[config.mk]
export PLATFORM = sky130hd
export DESIGN_NAME = contour_line_run_segmenter_unit
export DESIGN_NICKNAME = d
export VERILOG_FILES = /design/src/clrs_pkg.sv /design/src/clrs_fifo.sv /design/src/clrs_div.sv /design/src/clrs_front.sv /design/src/clrs_back.sv /design/src/contour_line_run_segmenter_unit.sv
export SDC_FILE = /design/constraint.sdc
export NUM_CORES = 2
export LEC_CHECK = 0
export BUFFER_PORTS_ARGS = -buffer_cell sky130_fd_sc_hd__buf_2
export CAP_MARGIN = 40
export CORE_ASPECT_RATIO = 1.5
export CORE_MARGIN = 4
export CORE_UTILIZATION = 32
export CTS_CLUSTER_SIZE = 24
export DETAILED_ROUTE_END_ITERATION = 6
export MAX_ROUTING_LAYER = met4
export SYNTH_ARGS = -nofsm -noshare
export SYNTH_HDL_FRONTEND = slang
export SYNTH_SLANG_ARGS = --single-unit
[constraint.sdc]
create_clock -name clk -period 13.4 [get_ports clk]
set_clock_uncertainty 0.2 [all_clocks]
set_input_delay 4.02 -clock clk [delete_from_list [all_inputs] [get_ports clk]]
set_output_delay 4.02 -clock clk [all_outputs]
set_load 0.005 [all_outputs]
[src/clrs_pkg.sv]
// ---------------------------------------------------------------------------
// clrs_pkg
// shared widths, register codes and structs of the contour line-run segmenter
// ---------------------------------------------------------------------------
package clrs_pkg;

    // contour capacity, points beyond it are dropped
    localparam int MAX_POINTS = 4096;
    localparam int IDX_W      = $clog2(MAX_POINTS);
    localparam int CNT_W      = $clog2(MAX_POINTS + 1);

    // item field widths
    localparam int ANG_W   = 17;
    localparam int GRAD_W  = 17;
    localparam int COORD_W = 12;
    localparam int OIDX_W  = 12;
    localparam int CEN_W   = 16;

    // register widths and reset values
    localparam int LGL_W = 16;
    localparam int MGL_W = 12;
    localparam int MAL_W = 16;
    localparam logic [LGL_W-1:0] LGL_RESET = LGL_W'(48);
    localparam logic [MGL_W-1:0] MGL_RESET = MGL_W'(20);
    localparam logic [MAL_W-1:0] MAL_RESET = MAL_W'(80);

    // register indexes on the config port
    localparam int REG_IDX_W = 2;
    localparam logic [REG_IDX_W-1:0] REG_LINE_GRAD = 2'd0;
    localparam logic [REG_IDX_W-1:0] REG_MERGE_GAP = 2'd1;
    localparam logic [REG_IDX_W-1:0] REG_MERGE_ANG = 2'd2;

    // sums and division
    localparam int ASUM_W = ANG_W + IDX_W + 1;
    localparam int CSUM_W = COORD_W + IDX_W;
    localparam int NPT_W  = IDX_W + 1;
    localparam int DEN_W  = NPT_W + 1;
    localparam int NUM_W  = (ASUM_W + 1 > CSUM_W + 6) ? ASUM_W + 1 : CSUM_W + 6;
    localparam int STEP_W = $clog2(NUM_W + 1);
    localparam int GAP_W  = (IDX_W > MGL_W) ? IDX_W : MGL_W;

    // segment queue, depth a power of two
    localparam int QDEPTH = 4;
    localparam int QPTR_W = $clog2(QDEPTH);
    localparam int QCNT_W = $clog2(QDEPTH + 1);

    // stream and config port widths
    localparam int ANG_LSB    = 0;
    localparam int GRAD_LSB   = ANG_LSB + ANG_W;
    localparam int X_LSB      = GRAD_LSB + GRAD_W;
    localparam int Y_LSB      = X_LSB + COORD_W;
    localparam int S_DATA_W   = 64;
    localparam int M_DATA_W   = 80;
    localparam int M_USER_W   = 2;
    localparam int USER_EMPTY = 0;
    localparam int USER_OVF   = 1;
    localparam int APB_ADDR_W = 4;
    localparam int APB_DATA_W = 32;

    typedef struct packed {
        logic [LGL_W-1:0] line_grad;
        logic [MGL_W-1:0] merge_gap;
        logic [MAL_W-1:0] merge_ang;
    } cfg_t;

    // one finished segment waiting for its means
    typedef struct packed {
        logic [IDX_W-1:0]         first_idx;
        logic [IDX_W-1:0]         end_idx;
        logic signed [ASUM_W-1:0] sum_ang;
        logic [CSUM_W-1:0]        sum_x;
        logic [CSUM_W-1:0]        sum_y;
        logic                     last_seg;
        logic                     empty;
        logic                     ovf;
    } seg_t;

    typedef struct packed {
        logic [1:0] count;
        seg_t       first;
        seg_t       second;
    } qpush_t;

    typedef struct packed {
        logic room2;
        logic avail;
    } qstat_t;

endpackage

[src/clrs_fifo.sv]
// ---------------------------------------------------------------------------
// clrs_fifo
// short segment queue between front and back, up to two writes per cycle
// ---------------------------------------------------------------------------
module clrs_fifo import clrs_pkg::*;
(
    input  logic   clk,
    input  logic   rst_n,
    input  qpush_t push,
    input  logic   pop,
    output seg_t   head,
    output qstat_t stat
);

    seg_t               mem_reg [QDEPTH];
    logic [QPTR_W-1:0]  wr_ptr_reg;
    logic [QPTR_W-1:0]  wr_ptr_next;
    logic [QPTR_W-1:0]  wr_ptr_inc;
    logic [QPTR_W-1:0]  rd_ptr_reg;
    logic [QPTR_W-1:0]  rd_ptr_next;
    logic [QCNT_W-1:0]  cnt_reg;
    logic [QCNT_W-1:0]  cnt_next;

    assign wr_ptr_inc  = wr_ptr_reg + QPTR_W'(1);
    assign wr_ptr_next = wr_ptr_reg + QPTR_W'(push.count);
    assign rd_ptr_next = pop ? rd_ptr_reg + QPTR_W'(1) : rd_ptr_reg;
    assign cnt_next    = cnt_reg + QCNT_W'(push.count) - QCNT_W'(pop);

    assign head       = mem_reg[rd_ptr_reg];
    assign stat.avail = (cnt_reg != '0);
    assign stat.room2 = (cnt_reg <= QCNT_W'(QDEPTH - 2));

    always_ff @(posedge clk)
    begin
        if (push.count != 2'd0)
        begin
            mem_reg[wr_ptr_reg] <= push.first;
        end
        if (push.count == 2'd2)
        begin
            mem_reg[wr_ptr_inc] <= push.second;
        end
    end

    always_ff @(posedge clk or negedge rst_n)
    begin
        if (!rst_n)
        begin
            wr_ptr_reg <= '0;
            rd_ptr_reg <= '0;
            cnt_reg    <= '0;
        end
        else
        begin
            wr_ptr_reg <= wr_ptr_next;
            rd_ptr_reg <= rd_ptr_next;
            cnt_reg    <= cnt_next;
        end
    end

endmodule

[src/clrs_div.sv]
// ---------------------------------------------------------------------------
// clrs_div
// restoring divider, one quotient bit per cycle
// ---------------------------------------------------------------------------
module clrs_div import clrs_pkg::*;
(
    input  logic             clk,
    input  logic             rst_n,
    input  logic             start,
    input  logic [NUM_W-1:0] numer,
    input  logic [DEN_W-1:0] denom,
    output logic             busy,
    output logic [NUM_W-1:0] quot
);

    logic [NUM_W-1:0]  acc_reg;
    logic [NUM_W-1:0]  acc_next;
    logic [DEN_W-1:0]  rem_reg;
    logic [DEN_W-1:0]  rem_next;
    logic [DEN_W-1:0]  den_reg;
    logic [DEN_W-1:0]  den_next;
    logic [STEP_W-1:0] step_reg;
    logic [STEP_W-1:0] step_next;
    logic              busy_reg;
    logic              busy_next;
    logic [DEN_W:0]    rem_sh;
    logic [DEN_W:0]    rem_sub;
    logic              ge;

    assign rem_sh  = {rem_reg, acc_reg[NUM_W-1]};
    assign rem_sub = rem_sh - {1'b0, den_reg};
    assign ge      = (rem_sh >= {1'b0, den_reg});

    always_comb
    begin
        acc_next  = acc_reg;
        rem_next  = rem_reg;
        den_next  = den_reg;
        step_next = step_reg;
        busy_next = busy_reg;
        if (start)
        begin
            acc_next  = numer;
            rem_next  = '0;
            den_next  = denom;
            step_next = STEP_W'(NUM_W);
            busy_next = 1'b1;
        end
        else if (busy_reg)
        begin
            acc_next  = {acc_reg[NUM_W-2:0], ge};
            rem_next  = ge ? rem_sub[DEN_W-1:0] : rem_sh[DEN_W-1:0];
            step_next = step_reg - STEP_W'(1);
            busy_next = (step_reg != STEP_W'(1));
        end
    end

    always_ff @(posedge clk)
    begin
        acc_reg <= acc_next;
        rem_reg <= rem_next;
        den_reg <= den_next;
    end

    always_ff @(posedge clk or negedge rst_n)
    begin
        if (!rst_n)
        begin
            step_reg <= '0;
            busy_reg <= 1'b0;
        end
        else
        begin
            step_reg <= step_next;
            busy_reg <= busy_next;
        end
    end

    assign busy = busy_reg;
    assign quot = acc_reg;

endmodule

[src/clrs_front.sv]
// ---------------------------------------------------------------------------
// clrs_front
// point classifier: run and gap sums, run closing, merge and segment issue
// ---------------------------------------------------------------------------
module clrs_front import clrs_pkg::*;
(
    input  logic                clk,
    input  logic                rst_n,
    input  cfg_t                cfg,
    input  logic                s_tvalid,
    output logic                s_tready,
    input  logic [S_DATA_W-1:0] s_tdata,
    input  logic                s_tlast,
    input  qstat_t              qstat,
    output qpush_t              push
);

    localparam logic F_TAKE   = 1'b0;
    localparam logic F_FINISH = 1'b1;

    logic state_reg, state_next;

    // contour control
    logic [CNT_W-1:0] pi_reg, pi_next;
    logic in_run_reg, in_run_next;
    logic p_valid_reg, p_valid_next;
    logic dropped_reg, dropped_next;
    logic close_reg, close_next;
    logic last_reg, last_next;
    logic hold_gap_reg, hold_gap_next;

    // pending segment
    logic [IDX_W-1:0]         p_start_reg, p_start_next;
    logic [IDX_W-1:0]         p_end_reg, p_end_next;
    logic signed [ANG_W-1:0]  p_ang_reg, p_ang_next;
    logic signed [ASUM_W-1:0] p_sa_reg, p_sa_next;
    logic [CSUM_W-1:0]        p_sx_reg, p_sx_next;
    logic [CSUM_W-1:0]        p_sy_reg, p_sy_next;

    // gap sums since the pending segment
    logic signed [ASUM_W-1:0] g_sa_reg, g_sa_next;
    logic [CSUM_W-1:0]        g_sx_reg, g_sx_next;
    logic [CSUM_W-1:0]        g_sy_reg, g_sy_next;

    // open run
    logic [IDX_W-1:0]         r_start_reg, r_start_next;
    logic [IDX_W-1:0]         r_last_reg, r_last_next;
    logic signed [ANG_W-1:0]  r_begin_reg, r_begin_next;
    logic signed [ANG_W-1:0]  r_end_reg, r_end_next;
    logic signed [ASUM_W-1:0] r_sa_reg, r_sa_next;
    logic [CSUM_W-1:0]        r_sx_reg, r_sx_next;
    logic [CSUM_W-1:0]        r_sy_reg, r_sy_next;

    // point held for the gap sums
    logic signed [ANG_W-1:0]  h_ang_reg, h_ang_next;
    logic [COORD_W-1:0]       h_x_reg, h_x_next;
    logic [COORD_W-1:0]       h_y_reg, h_y_next;

    logic signed [ANG_W-1:0]  ang_in;
    logic [GRAD_W-1:0]        grad_in;
    logic [GRAD_W-1:0]        grad_mag;
    logic [COORD_W-1:0]       x_in;
    logic [COORD_W-1:0]       y_in;
    logic                     straight;
    logic                     full;
    logic                     take;
    logic [IDX_W-1:0]         gap_idx;
    logic                     gap_ok;
    logic signed [ANG_W:0]    ang_diff;
    logic [ANG_W:0]           ang_mag;
    logic                     ang_ok;
    logic                     merge;
    logic                     emit_a;
    logic                     emit_b;
    seg_t                     seg_a;
    seg_t                     seg_b;

    assign ang_in   = s_tdata[ANG_LSB +: ANG_W];
    assign grad_in  = s_tdata[GRAD_LSB +: GRAD_W];
    assign x_in     = s_tdata[X_LSB +: COORD_W];
    assign y_in     = s_tdata[Y_LSB +: COORD_W];
    assign grad_mag = grad_in[GRAD_W-1] ? GRAD_W'(~grad_in + 1'b1) : grad_in;
    assign straight = (grad_mag <= GRAD_W'(cfg.line_grad));
    assign full     = (pi_reg == CNT_W'(MAX_POINTS));

    assign s_tready = (state_reg == F_TAKE) && qstat.room2;
    assign take     = s_tvalid && s_tready;

    // merge test of the closing run against the pending segment
    assign gap_idx  = r_start_reg - p_end_reg;
    assign gap_ok   = (r_start_reg > p_end_reg) && (GAP_W'(gap_idx) < GAP_W'(cfg.merge_gap));
    assign ang_diff = (ANG_W+1)'(r_end_reg) - (ANG_W+1)'(p_ang_reg);
    assign ang_mag  = ang_diff[ANG_W] ? (ANG_W+1)'(~ang_diff + 1'b1) : ang_diff;
    assign ang_ok   = (ang_mag < (ANG_W+1)'(cfg.merge_ang));
    assign merge    = p_valid_reg && gap_ok && ang_ok;

    always_comb
    begin
        state_next    = state_reg;
        pi_next       = pi_reg;
        in_run_next   = in_run_reg;
        p_valid_next  = p_valid_reg;
        dropped_next  = dropped_reg;
        close_next    = close_reg;
        last_next     = last_reg;
        hold_gap_next = hold_gap_reg;
        p_start_next  = p_start_reg;
        p_end_next    = p_end_reg;
        p_ang_next    = p_ang_reg;
        p_sa_next     = p_sa_reg;
        p_sx_next     = p_sx_reg;
        p_sy_next     = p_sy_reg;
        g_sa_next     = g_sa_reg;
        g_sx_next     = g_sx_reg;
        g_sy_next     = g_sy_reg;
        r_start_next  = r_start_reg;
        r_last_next   = r_last_reg;
        r_begin_next  = r_begin_reg;
        r_end_next    = r_end_reg;
        r_sa_next     = r_sa_reg;
        r_sx_next     = r_sx_reg;
        r_sy_next     = r_sy_reg;
        h_ang_next    = h_ang_reg;
        h_x_next      = h_x_reg;
        h_y_next      = h_y_reg;
        emit_a        = 1'b0;
        emit_b        = 1'b0;
        seg_a         = '0;
        seg_b         = '0;

        unique case (state_reg)
            F_TAKE:
            begin
                if (take)
                begin
                    h_ang_next    = ang_in;
                    h_x_next      = x_in;
                    h_y_next      = y_in;
                    hold_gap_next = 1'b0;
                    if (!full)
                    begin
                        if (straight)
                        begin
                            if (!in_run_reg)
                            begin
                                r_start_next = pi_reg[IDX_W-1:0];
                                r_begin_next = ang_in;
                                r_sa_next    = ASUM_W'(ang_in);
                                r_sx_next    = CSUM_W'(x_in);
                                r_sy_next    = CSUM_W'(y_in);
                            end
                            else
                            begin
                                r_sa_next = r_sa_reg + ASUM_W'(ang_in);
                                r_sx_next = r_sx_reg + CSUM_W'(x_in);
                                r_sy_next = r_sy_reg + CSUM_W'(y_in);
                            end
                            r_last_next = pi_reg[IDX_W-1:0];
                            r_end_next  = ang_in;
                            in_run_next = 1'b1;
                        end
                        else
                        begin
                            hold_gap_next = 1'b1;
                        end
                        pi_next = pi_reg + CNT_W'(1);
                    end
                    else
                    begin
                        dropped_next = 1'b1;
                    end
                    // a bent point ends the run, the contour end closes any open run
                    close_next = (!full && !straight && in_run_reg)
                              || (s_tlast && (in_run_reg || (!full && straight)));
                    last_next  = s_tlast;
                    state_next = F_FINISH;
                end
            end

            F_FINISH:
            begin
                if (close_reg)
                begin
                    in_run_next = 1'b0;
                    g_sa_next   = '0;
                    g_sx_next   = '0;
                    g_sy_next   = '0;
                    if (merge)
                    begin
                        p_sa_next  = p_sa_reg + g_sa_reg + r_sa_reg;
                        p_sx_next  = p_sx_reg + g_sx_reg + r_sx_reg;
                        p_sy_next  = p_sy_reg + g_sy_reg + r_sy_reg;
                        p_end_next = r_last_reg;
                    end
                    else
                    begin
                        emit_a          = p_valid_reg;
                        seg_a.first_idx = p_start_reg;
                        seg_a.end_idx   = p_end_reg;
                        seg_a.sum_ang   = p_sa_reg;
                        seg_a.sum_x     = p_sx_reg;
                        seg_a.sum_y     = p_sy_reg;
                        p_valid_next    = 1'b1;
                        p_start_next    = r_start_reg;
                        p_end_next      = r_last_reg;
                        p_ang_next      = r_begin_reg;
                        p_sa_next       = r_sa_reg;
                        p_sx_next       = r_sx_reg;
                        p_sy_next       = r_sy_reg;
                    end
                end
                if (hold_gap_reg)
                begin
                    g_sa_next = g_sa_next + ASUM_W'(h_ang_reg);
                    g_sx_next = g_sx_next + CSUM_W'(h_x_reg);
                    g_sy_next = g_sy_next + CSUM_W'(h_y_reg);
                end
                if (last_reg)
                begin
                    emit_b         = 1'b1;
                    seg_b.last_seg = 1'b1;
                    seg_b.ovf      = dropped_reg;
                    if (p_valid_next)
                    begin
                        seg_b.first_idx = p_start_next;
                        seg_b.end_idx   = p_end_next;
                        seg_b.sum_ang   = p_sa_next;
                        seg_b.sum_x     = p_sx_next;
                        seg_b.sum_y     = p_sy_next;
                    end
                    else
                    begin
                        seg_b.empty = 1'b1;
                    end
                    // contour done, registers stay
                    pi_next      = '0;
                    in_run_next  = 1'b0;
                    p_valid_next = 1'b0;
                    dropped_next = 1'b0;
                    g_sa_next    = '0;
                    g_sx_next    = '0;
                    g_sy_next    = '0;
                end
                state_next = F_TAKE;
            end

            default:
            begin
                state_next = F_TAKE;
            end
        endcase
    end

    assign push.count  = {1'b0, emit_a} + {1'b0, emit_b};
    assign push.first  = emit_a ? seg_a : seg_b;
    assign push.second = seg_b;

    always_ff @(posedge clk)
    begin
        p_start_reg <= p_start_next;
        p_end_reg   <= p_end_next;
        p_ang_reg   <= p_ang_next;
        p_sa_reg    <= p_sa_next;
        p_sx_reg    <= p_sx_next;
        p_sy_reg    <= p_sy_next;
        r_start_reg <= r_start_next;
        r_last_reg  <= r_last_next;
        r_begin_reg <= r_begin_next;
        r_end_reg   <= r_end_next;
        r_sa_reg    <= r_sa_next;
        r_sx_reg    <= r_sx_next;
        r_sy_reg    <= r_sy_next;
        h_ang_reg   <= h_ang_next;
        h_x_reg     <= h_x_next;
        h_y_reg     <= h_y_next;
    end

    always_ff @(posedge clk or negedge rst_n)
    begin
        if (!rst_n)
        begin
            state_reg    <= F_TAKE;
            pi_reg       <= '0;
            in_run_reg   <= 1'b0;
            p_valid_reg  <= 1'b0;
            dropped_reg  <= 1'b0;
            close_reg    <= 1'b0;
            last_reg     <= 1'b0;
            hold_gap_reg <= 1'b0;
            g_sa_reg     <= '0;
            g_sx_reg     <= '0;
            g_sy_reg     <= '0;
        end
        else
        begin
            state_reg    <= state_next;
            pi_reg       <= pi_next;
            in_run_reg   <= in_run_next;
            p_valid_reg  <= p_valid_next;
            dropped_reg  <= dropped_next;
            close_reg    <= close_next;
            last_reg     <= last_next;
            hold_gap_reg <= hold_gap_next;
            g_sa_reg     <= g_sa_next;
            g_sx_reg     <= g_sx_next;
            g_sy_reg     <= g_sy_next;
        end
    end

endmodule

[src/clrs_back.sv]
// ---------------------------------------------------------------------------
// clrs_back
// segment means: three divider lanes and the result register
// ---------------------------------------------------------------------------
module clrs_back import clrs_pkg::*;
(
    input  logic                clk,
    input  logic                rst_n,
    input  seg_t                head,
    input  qstat_t              qstat,
    output logic                pop,
    output logic                m_tvalid,
    input  logic                m_tready,
    output logic [M_DATA_W-1:0] m_tdata,
    output logic                m_tlast,
    output logic [M_USER_W-1:0] m_tuser
);

    localparam logic B_IDLE = 1'b0;
    localparam logic B_RUN  = 1'b1;

    logic state_reg, state_next;
    logic out_valid_reg, out_valid_next;
    logic [M_DATA_W-1:0] out_data_reg, out_data_next;
    logic out_last_reg, out_last_next;
    logic [M_USER_W-1:0] out_user_reg, out_user_next;

    logic [IDX_W-1:0] s_idx_reg, s_idx_next;
    logic [IDX_W-1:0] e_idx_reg, e_idx_next;
    logic neg_reg, neg_next;
    logic last_reg, last_next;
    logic empty_reg, empty_next;
    logic ovf_reg, ovf_next;

    logic                    start_div;
    logic                    load;
    logic                    div_busy;
    logic                    busy_a, busy_x, busy_y;
    logic [NPT_W-1:0]        npts;
    logic [NUM_W-1:0]        n_ext;
    logic signed [NUM_W-1:0] s2;
    logic [NUM_W-1:0]        num_a, num_x, num_y;
    logic [DEN_W-1:0]        den;
    logic [NUM_W-1:0]        q_a, q_x, q_y;
    logic [ANG_W-1:0]        mean;

    // rounding to nearest: (2*s + n) / (2*n), mirrored for negative angle sums
    assign npts  = NPT_W'(head.end_idx) - NPT_W'(head.first_idx) + NPT_W'(1);
    assign n_ext = NUM_W'(npts);
    assign den   = {npts, 1'b0};
    assign s2    = NUM_W'(head.sum_ang) <<< 1;
    assign num_a = head.sum_ang[ASUM_W-1] ? n_ext - s2 : s2 + n_ext;
    assign num_x = (NUM_W'(head.sum_x) << 5) + n_ext;
    assign num_y = (NUM_W'(head.sum_y) << 5) + n_ext;

    assign start_div = (state_reg == B_IDLE) && qstat.avail;
    assign pop       = start_div;
    assign div_busy  = busy_a || busy_x || busy_y;
    assign load      = (state_reg == B_RUN) && !div_busy && (!out_valid_reg || m_tready);
    assign mean      = neg_reg ? ANG_W'(-ANG_W'(q_a)) : ANG_W'(q_a);

    clrs_div u_div_a
    (
        .clk   (clk),
        .rst_n (rst_n),
        .start (start_div),
        .numer (num_a),
        .denom (den),
        .busy  (busy_a),
        .quot  (q_a)
    );

    clrs_div u_div_x
    (
        .clk   (clk),
        .rst_n (rst_n),
        .start (start_div),
        .numer (num_x),
        .denom (den),
        .busy  (busy_x),
        .quot  (q_x)
    );

    clrs_div u_div_y
    (
        .clk   (clk),
        .rst_n (rst_n),
        .start (start_div),
        .numer (num_y),
        .denom (den),
        .busy  (busy_y),
        .quot  (q_y)
    );

    always_comb
    begin
        state_next     = state_reg;
        out_valid_next = out_valid_reg && !m_tready;
        out_data_next  = out_data_reg;
        out_last_next  = out_last_reg;
        out_user_next  = out_user_reg;
        s_idx_next     = s_idx_reg;
        e_idx_next     = e_idx_reg;
        neg_next       = neg_reg;
        last_next      = last_reg;
        empty_next     = empty_reg;
        ovf_next       = ovf_reg;

        unique case (state_reg)
            B_IDLE:
            begin
                if (start_div)
                begin
                    s_idx_next = head.first_idx;
                    e_idx_next = head.end_idx;
                    neg_next   = head.sum_ang[ASUM_W-1];
                    last_next  = head.last_seg;
                    empty_next = head.empty;
                    ovf_next   = head.ovf;
                    state_next = B_RUN;
                end
            end

            B_RUN:
            begin
                if (load)
                begin
                    out_valid_next = 1'b1;
                    out_data_next  = M_DATA_W'({CEN_W'(q_y), CEN_W'(q_x), mean,
                                                OIDX_W'(e_idx_reg), OIDX_W'(s_idx_reg)});
                    out_last_next  = last_reg;
                    out_user_next  = {ovf_reg, empty_reg};
                    state_next     = B_IDLE;
                end
            end

            default:
            begin
                state_next = B_IDLE;
            end
        endcase
    end

    always_ff @(posedge clk)
    begin
        out_data_reg <= out_data_next;
        out_last_reg <= out_last_next;
        out_user_reg <= out_user_next;
        s_idx_reg    <= s_idx_next;
        e_idx_reg    <= e_idx_next;
        neg_reg      <= neg_next;
        last_reg     <= last_next;
        empty_reg    <= empty_next;
        ovf_reg      <= ovf_next;
    end

    always_ff @(posedge clk or negedge rst_n)
    begin
        if (!rst_n)
        begin
            state_reg     <= B_IDLE;
            out_valid_reg <= 1'b0;
        end
        else
        begin
            state_reg     <= state_next;
            out_valid_reg <= out_valid_next;
        end
    end

    assign m_tvalid = out_valid_reg;
    assign m_tdata  = out_data_reg;
    assign m_tlast  = out_last_reg;
    assign m_tuser  = out_user_reg;

endmodule

[src/contour_line_run_segmenter_unit.sv]
// ---------------------------------------------------------------------------
// contour_line_run_segmenter_unit
// splits a contour point stream into straight segments with mean angle/center
// ---------------------------------------------------------------------------
// the front takes a point in its accept state, then closes or merges in its finish state;
// it takes no new point in between, nor while the queue lacks room for two segments
// segment means come from the bit-serial dividers, which the back runs one segment at a time
// a 4-entry segment queue absorbs bursts of short runs between front and back
// reset (rst_n low, async): contour state and queue cleared, registers 48/20/80
// ---------------------------------------------------------------------------
module contour_line_run_segmenter_unit import clrs_pkg::*;
(
    input  logic                  clk,
    input  logic                  rst_n,

    // point stream
    input  logic                  s_tvalid,
    output logic                  s_tready,
    // direction_angle[16:0], angle_gradient[33:17], point_x[45:34], point_y[57:46]
    input  logic [S_DATA_W-1:0]   s_tdata,
    input  logic                  s_tlast,     // last_point

    // segment stream
    output logic                  m_tvalid,
    input  logic                  m_tready,
    // start_index[11:0], end_index[23:12], mean_angle[40:24],
    // center_x[56:41], center_y[72:57]
    output logic [M_DATA_W-1:0]   m_tdata,
    output logic                  m_tlast,     // last_segment
    // empty_contour[0], overflow[1]
    output logic [M_USER_W-1:0]   m_tuser,

    // register port
    input  logic                  psel,
    input  logic                  penable,
    input  logic                  pwrite,
    input  logic [APB_ADDR_W-1:0] paddr,
    input  logic [APB_DATA_W-1:0] pwdata,
    output logic [APB_DATA_W-1:0] prdata,
    output logic                  pready
);

    logic [LGL_W-1:0]     lgl_reg;
    logic [MGL_W-1:0]     mgl_reg;
    logic [MAL_W-1:0]     mal_reg;
    logic                 reg_wr;
    logic [REG_IDX_W-1:0] reg_idx;
    cfg_t                 cfg;
    qpush_t               qpush;
    qstat_t               qstat;
    seg_t                 qhead;
    logic                 qpop;

    // registers sit at word addresses, no wait states
    assign pready  = 1'b1;
    assign reg_idx = paddr[REG_IDX_W+1:2];
    assign reg_wr  = psel && penable && pwrite && pready;

    always_ff @(posedge clk or negedge rst_n)
    begin
        if (!rst_n)
        begin
            lgl_reg <= LGL_RESET;
            mgl_reg <= MGL_RESET;
            mal_reg <= MAL_RESET;
        end
        else if (reg_wr)
        begin
            // writes past the register list fall through
            unique case (reg_idx)
                REG_LINE_GRAD: lgl_reg <= pwdata[LGL_W-1:0];
                REG_MERGE_GAP: mgl_reg <= pwdata[MGL_W-1:0];
                REG_MERGE_ANG: mal_reg <= pwdata[MAL_W-1:0];
                default:       lgl_reg <= lgl_reg;
            endcase
        end
    end

    always_comb
    begin
        unique case (reg_idx)
            REG_LINE_GRAD: prdata = APB_DATA_W'(lgl_reg);
            REG_MERGE_GAP: prdata = APB_DATA_W'(mgl_reg);
            REG_MERGE_ANG: prdata = APB_DATA_W'(mal_reg);
            default:       prdata = '0;
        endcase
    end

    assign cfg.line_grad = lgl_reg;
    assign cfg.merge_gap = mgl_reg;
    assign cfg.merge_ang = mal_reg;

    // front: classify points, keep run/gap/pending sums, issue segments
    clrs_front u_front
    (
        .clk      (clk),
        .rst_n    (rst_n),
        .cfg      (cfg),
        .s_tvalid (s_tvalid),
        .s_tready (s_tready),
        .s_tdata  (s_tdata),
        .s_tlast  (s_tlast),
        .qstat    (qstat),
        .push     (qpush)
    );

    // segment queue, the front only takes a point with room for two segments
    clrs_fifo u_fifo
    (
        .clk   (clk),
        .rst_n (rst_n),
        .push  (qpush),
        .pop   (qpop),
        .head  (qhead),
        .stat  (qstat)
    );

    // back: rounded means and the output register
    clrs_back u_back
    (
        .clk      (clk),
        .rst_n    (rst_n),
        .head     (qhead),
        .qstat    (qstat),
        .pop      (qpop),
        .m_tvalid (m_tvalid),
        .m_tready (m_tready),
        .m_tdata  (m_tdata),
        .m_tlast  (m_tlast),
        .m_tuser  (m_tuser)
    );

endmodule

; Yosys cells after proc, flatten, opt, wreduce, memory -nomap -nowiden
; Memories as Yosys holds them, arrays and structs flattened.
; Index checks and enable logic that the tools add are counted.
; W data, S select, Z words.
[totals]
reg_bits = 717
latchBits = 0
mem_bits_rw = 420
rom_bits = 0
word_cells = 261
n_memories = 1
[memory_table]
columns = name, depth, width, read_ports, rd_clocked_by_memory_dff, write_ports, line_no
row1 = u_fifo.mem_reg, 4, 105, 1, 0, 2, clrs_fifo.sv:15  ; seg_t mem_reg [QDEPTH];
[classes]
addsub = 36
mul = 0
n_div = 0
n_lt_le_gt_ge = 8
eq_ne = 13
shifts = 0
mux = 94
bitwise = 7
n_reduce_logical = 43
[op_table]
columns = op, count
row1 = $mux W102, 4
row2 = $mux W105, 3
row3 = $mux W24, 12
row4 = $mux W31, 7
row5 = $mux W30, 7
row6 = $add A24 B12 Y24, 4
row7 = $add A24 B24 Y24, 4
row8 = $add A29 B13 Y30, 2
row9 = $add A30 B17 Y30, 2
row10 = $add A30 B30 Y30, 2
row11 = $mux W12, 5
row12 = $pmux W16 S3, 1
row13 = $ge A15 B14 Y1, 3
row14 = $mux W14, 3
row15 = $sub A14 B14 Y14, 3
row16 = $mux W13, 3
row17 = $mux W1, 35
row18 = $mux W17, 2
row19 = $add A31 B13 Y31, 1
row20 = $sub A13 B31 Y31, 1
row21 = $mux W5, 6
row22 = $add A13 B1 Y13 const B, 2
row23 = $pmux W13 S2, 1
row24 = $add A18 B1 Y18 const B, 1
row25 = 38 further kinds, 87

; Logic depth before layout (Yosys ltp)
[logic_depth]
depth_word = 13
ltp_mapped = 34

; Cells and area by module
; From an unflattened synthesis, not the netlist that was laid out.
[unflattened]
cells_unflattened = 6051
area_unflattened_um2 = 72980.0
[modules_own_cells]
columns = module, n_inst, cells_per_inst, area_each_um2, seq_area_each_um2
row1 = clrs_front, 1, 3240, 32159.6, 11340.9
row2 = clrs_fifo, 1, 1055, 20561.0, 12787.3
row3 = clrs_div, 3, 275, 3432.0, 1781.7
row4 = clrs_back, 1, 767, 7792.5, 3173.0
row5 = contour_line_run_segmenter_unit, 1, 164, 2170.8, 1108.6

; Worst setup path before layout
; No wires, ideal clock.
[synth_path]
path_kind = reg-to-reg
start = reg u_front.p_ang_reg[0]
end = mem u_fifo.mem_reg[1][0] (netlist name), enable pin
setup_ns = 0.719
t_arrival_ns = 12.481
path_slack_ns = 0.000
path_stages_with_launch = 23
n_path_buf = 2
path_cell_list = edfxtp_1 > ha_1 > fa_1 > nand2b_1 > a21oi_2 > o31a_1 > a31oi_1 > or4_1 > nor4_1 > a21oi_1 > xor2_1 > ha_1 > nand4_1 > a2111oi_0 > o21ai_0 > nand3_1 > nor4_1 > a21oi_4 > clkbuf_1 > ha_1 > clkbuf_1 > nor2_1 > nor3b_1
[synth_rtl]
columns = item, line_no
row1 = from (decl), clrs_front.sv:35  ; logic signed [ANG_W-1:0] p_ang_reg, p_ang_next;
row2 = from (signal assigned), clrs_front.sv:262  ; p_ang_reg <= p_ang_next;
row3 = to (decl), clrs_fifo.sv:15

; Worst setup path after layout
[layout_path]
start = in paddr[3]
end = out prdata[5]
[layout_between]
elab_chain_len = 2
elab_cells_between_ends = 4
[layout_lines]
columns = item, line_no
row1 = from (decl), contour_line_run_segmenter_unit.sv:37  ; input logic [APB_ADDR_W-1:0] paddr,
row2 = $eq A2 B2 Y1 (tied with other cells), contour_line_run_segmenter_unit.sv:81  ; unique case (reg_idx)
row3 = $pmux W16 S3 (*), contour_line_run_segmenter_unit.sv:81
row4 = to (decl), contour_line_run_segmenter_unit.sv:39  ; output logic [APB_DATA_W-1:0] prdata,
; Mark *: on every way between the ends. The rest lies on a longest branch, timed or not.

==> results_dict.tcl <==
set metrics [dict create \
    outcome "finished, final reports clean" \
    ys_seq_area_share_pct 48.2 \
    setup_tns_ns 0 \
    syn_area_um2 68300 \
    p_total_mw 20.8 \
    post-route-min-period_ns 9.82 \
    ioPinCount 226 \
    die_h_um 574 \
    synthCells 6210 \
    post-cts-setup-buffers 0 \
    grt.total_usage_pct 17.4 \
    grt.met1_usage_pct 20.4 \
    vias 49342 \
    crit_type "in -> out" \
    layout-drive-gt1-share_pct 12.2 \
    viasPerCell 5.34 \
    rsz0062_at_grt "false" \
    first_iter_violations 3233 \
    synth_top_family_by_area "compound AO/OA/AOI/OAI gates" \
    worstPathCellList "buf_2 > nor2b_1 > nand2_1 > o21ai_0 > buf_2" \
    hold_viol 0 \
    synth-compound-area-share_pct 16.2 \
    rows 207 \
    power_density_nw_per_um2 273 \
    slowest_delay_ns 0.76 \
    gp_congestion 0.879 \
    whs_endpoint "u_front.p_ang_reg[14]" \
    synth_edf_count 926 \
    synth_seq_cells 1137 \
    synth_flop_cell "edfxtp_1" \
    yosys_warnings 0 \
    synthAdderAreaFrac_pct 9.32 \
    dieArea_um2 221000 \
    hold_path_class "reg -> reg" \
    antenna_left 0 \
    place.port_buffers 177 \
    die_w_um 385 \
    synth-xor-area-share_pct 4.27 \
    clock-sinks 1137 \
    synth_mux_area_share_pct 6.61 \
    ctsLongestPathBuffers 3 \
    initial_core_util_pct 32.2 \
    slew_headroom_pct 24.0 \
    area_growth_pct 11.9 \
    ys_top_cells_by_area "edfxtp_1 (41%), ha_1 (6.6%), dfrtp_1 (6.0%), mux4_2 (3.4%), o21ai_0 (3.2%)" \
    path_clk_slew_ns 0.06 \
    grt.busiest_layer "met2" \
    holdPathStages 0 \
    crit_top_cell "buf_2" \
    htree_num_levels 3 \
    gr-usage-met3_pct 2.39 \
    largest_reg_flops 420 \
    tightestPinTransition_ns 1.14 \
    core_area_um2 212000 \
    hold_buffers 0 \
    fin_nets 6857 \
    finalCritPeriodShare_pct 73.3 \
    cts_tree "built" \
    clkLatencyLatePin_ns 0.75 \
    use_met2_pct 30.4 \
    ys_types 100 \
    yosysTopAreaCellShare_pct 40.7 \
    syn_avg_cell_area_um2 11.0 \
    r2r-end "u_fifo.mem_reg[3][49]" \
    arrival_ns 5.60 \
    numCtsBuffers 108 \
    hp-start "u_front.r_begin_reg[14]" \
    avgRoutedWirePerCell_um 20.7 \
    required_ns 9.18 \
    grt_pass1_vias 50240 \
    r2r_cells 25 \
    startpoint_type "input pin" \
    drv_cap 0 \
    r2r_setup_slack_ns 5.66 \
    end_kind "output pin" \
    synth_area_leader_cell "edfxtp_1" \
    grt_max_degree 194 \
    yosys.area_share.simple_pct 11.4 \
    slowest_stage "nor2b_1" \
    fmax_mhz 102 \
    grt_pass1_wl_um 294000 \
    first_pass_iters 7 \
    antenna_found_initial 29 \
    r2r_start "u_front.p_ang_reg[0]" \
    leakagePower_nw 28.7 \
    grt_overflow_total 0 \
    critPathMaxFanout 20 \
    final-setup-viol-count 0 \
    nFillCells 20777 \
    ir_drop_mv 0.337 \
    wl_um 191000 \
    ctsResizeCount 0 \
    slew_violations 0 \
    hpwl_um 136000 \
    async_reset_ff_share_pct 14.9 \
    root_buffer "clkbuf_16" \
    drc 0 \
]
==> layer usage <==
| metal | vias to the layer above | share of wire, % |
|---|---|---|
| met5 | - | 0 |
| met1 | 24111 | 40 |
| met4 | 0 | 3.2 |
| met3 | 371 | 5.8 |
| met2 | 1400 | 51 |
| li1 | 23460 | - |
==> Yosys cell counts (22+ instances only) <==
cell type / instances
and2_1: 33
buf_2: 46
a31oi_1: 45
dfxtp_1: 42
buf_1: 32
inv_1: 346
edfxtp_1: 926
o21bai_1: 30
or3_1: 50
a22oi_1: 22
nor3_1: 121
clkbuf_1: 226
mux2_2: 106
o31ai_1: 231
nand4_1: 30
o2bb2ai_1: 89
a211oi_1: 68
nor2_1: 406
nand2_1: 430
o22ai_1: 61
buf_4: 31
a22o_1: 66
mux4_2: 104
xor2_1: 106
a21oi_1: 265
and3_1: 40
nor2b_1: 66
a21boi_0: 33
mux2i_1: 70
xnor2_1: 227
o21ai_0: 436
nand3_1: 302
mux2_1: 23
o21a_1: 41
a21o_1: 103
fa_1: 94
ha_1: 358
dfrtp_1: 163
or2_2: 24
nand2b_1: 48
==> metrics by stage <==
| stage | utilization (%) | hold WS (ns) | instance area [um^2] | setup slack [ns] | cells |
|---|---|---|---|---|---|
| after global placement | 34.0 | 0.201 | 72100 | 3.58 | 8975 |
| after detailed placement | 34.2 | 0.205 | 72600 | 3.58 | 9006 |
| after CTS | 36.0 | 0.211 | 76300 | 3.59 | 9210 |
| final | 36.0 | 0.214 | 76400 | 3.58 | 9241 |
| after global routing | 36.0 | 0.216 | 76400 | 3.47 | 9240 |
| after floorplan | - | 0.200 | 68400 | 0.140 | 6232 |
==> layout by cell type, fill, tap and decap left out, types with 49 or more instances in the layout <==
master     netlist  layout
a211oi_1        68      68
a21o_1         103     103
a21oi_1        265     264
a22o_1          66      66
buf_2           46     181
buf_4           31      88
clkbuf_16        0     108
dfrtp_1        163     157
edfxtp_1       926     926
fa_1            94      94
ha_1           358     358
inv_1          346     343
mux2_2         106     106
mux2i_1         70      70
mux4_2         104     104
nand2_1        430     429
nand3_1        302     301
nor2_1         406     401
nor2b_1         66      66
nor3_1         121     120
o21ai_0        436     436
o22ai_1         61      61
o2bb2ai_1       89      89
o31ai_1        231     230
or3_1           50      49
xnor2_1        227     226
xor2_1         106     106
==> area by class of cell <==
type / instances / area [um^2] / share of cell area [%]
multi-input combinational: 4409 / 32800 / 43.0
antenna: 29 / 72.6 / 0.0950
timing repair buffer: 292 / 2060 / 2.69
inverter: 349 / 1310 / 1.72
clock inverter: 79 / 872 / 1.14
sequential: 1137 / 32900 / 43.1
clock buffer: 125 / 2810 / 3.67
tap: 2821 / 3530 / 4.62
==> cell families (layout without fill, tap and decap cells) <==
kind of cell | after synthesis | in the layout
AOI/OAI and AO/OA | 1663 | 1663
and+or+nand+nor | 1633 | 1633
DFF | 1137 | 1137
buffers and inverters | 686 | 845
adders and majority gates | 452 | 452
xor gates and xnor gates | 333 | 333
muxes | 304 | 304
other | 2 | 53
==> worst max-delay path: cells and delay by family <==
family | cells | cell delay (ns)
AND/OR/NAND/NOR | 2 | 0.86
AO/OA/AOI/OAI | 1 | 0.19
buffers and inverters | 2 | 0.51
==> worst max path at each step <==
| stage | from | depth (start not counted) | endpoint | slack [ns] |
|---|---|---|---|---|
| after floorplan | u_front.p_ang_reg[0] | 21 | u_fifo.mem_reg[0][0] | 0.14 |
| after global placement | paddr[3] | 5 | prdata[5] | 3.58 |
| after detailed placement | paddr[3] | 5 | prdata[11] | 3.58 |
| after CTS | paddr[3] | 5 | prdata[11] | 3.59 |
| after global routing | paddr[3] | 5 | prdata[9] | 3.47 |
| final | paddr[3] | 5 | prdata[5] | 3.58 |
==> report_power, final <==
part,total (mW),internal [mW],switching (mW)
registers,5.99,5.21,0.780
logic,11.6,4.68,6.95
clock network,3.20,1.73,1.47
Note: power is estimated with default switching activity, not from simulation.
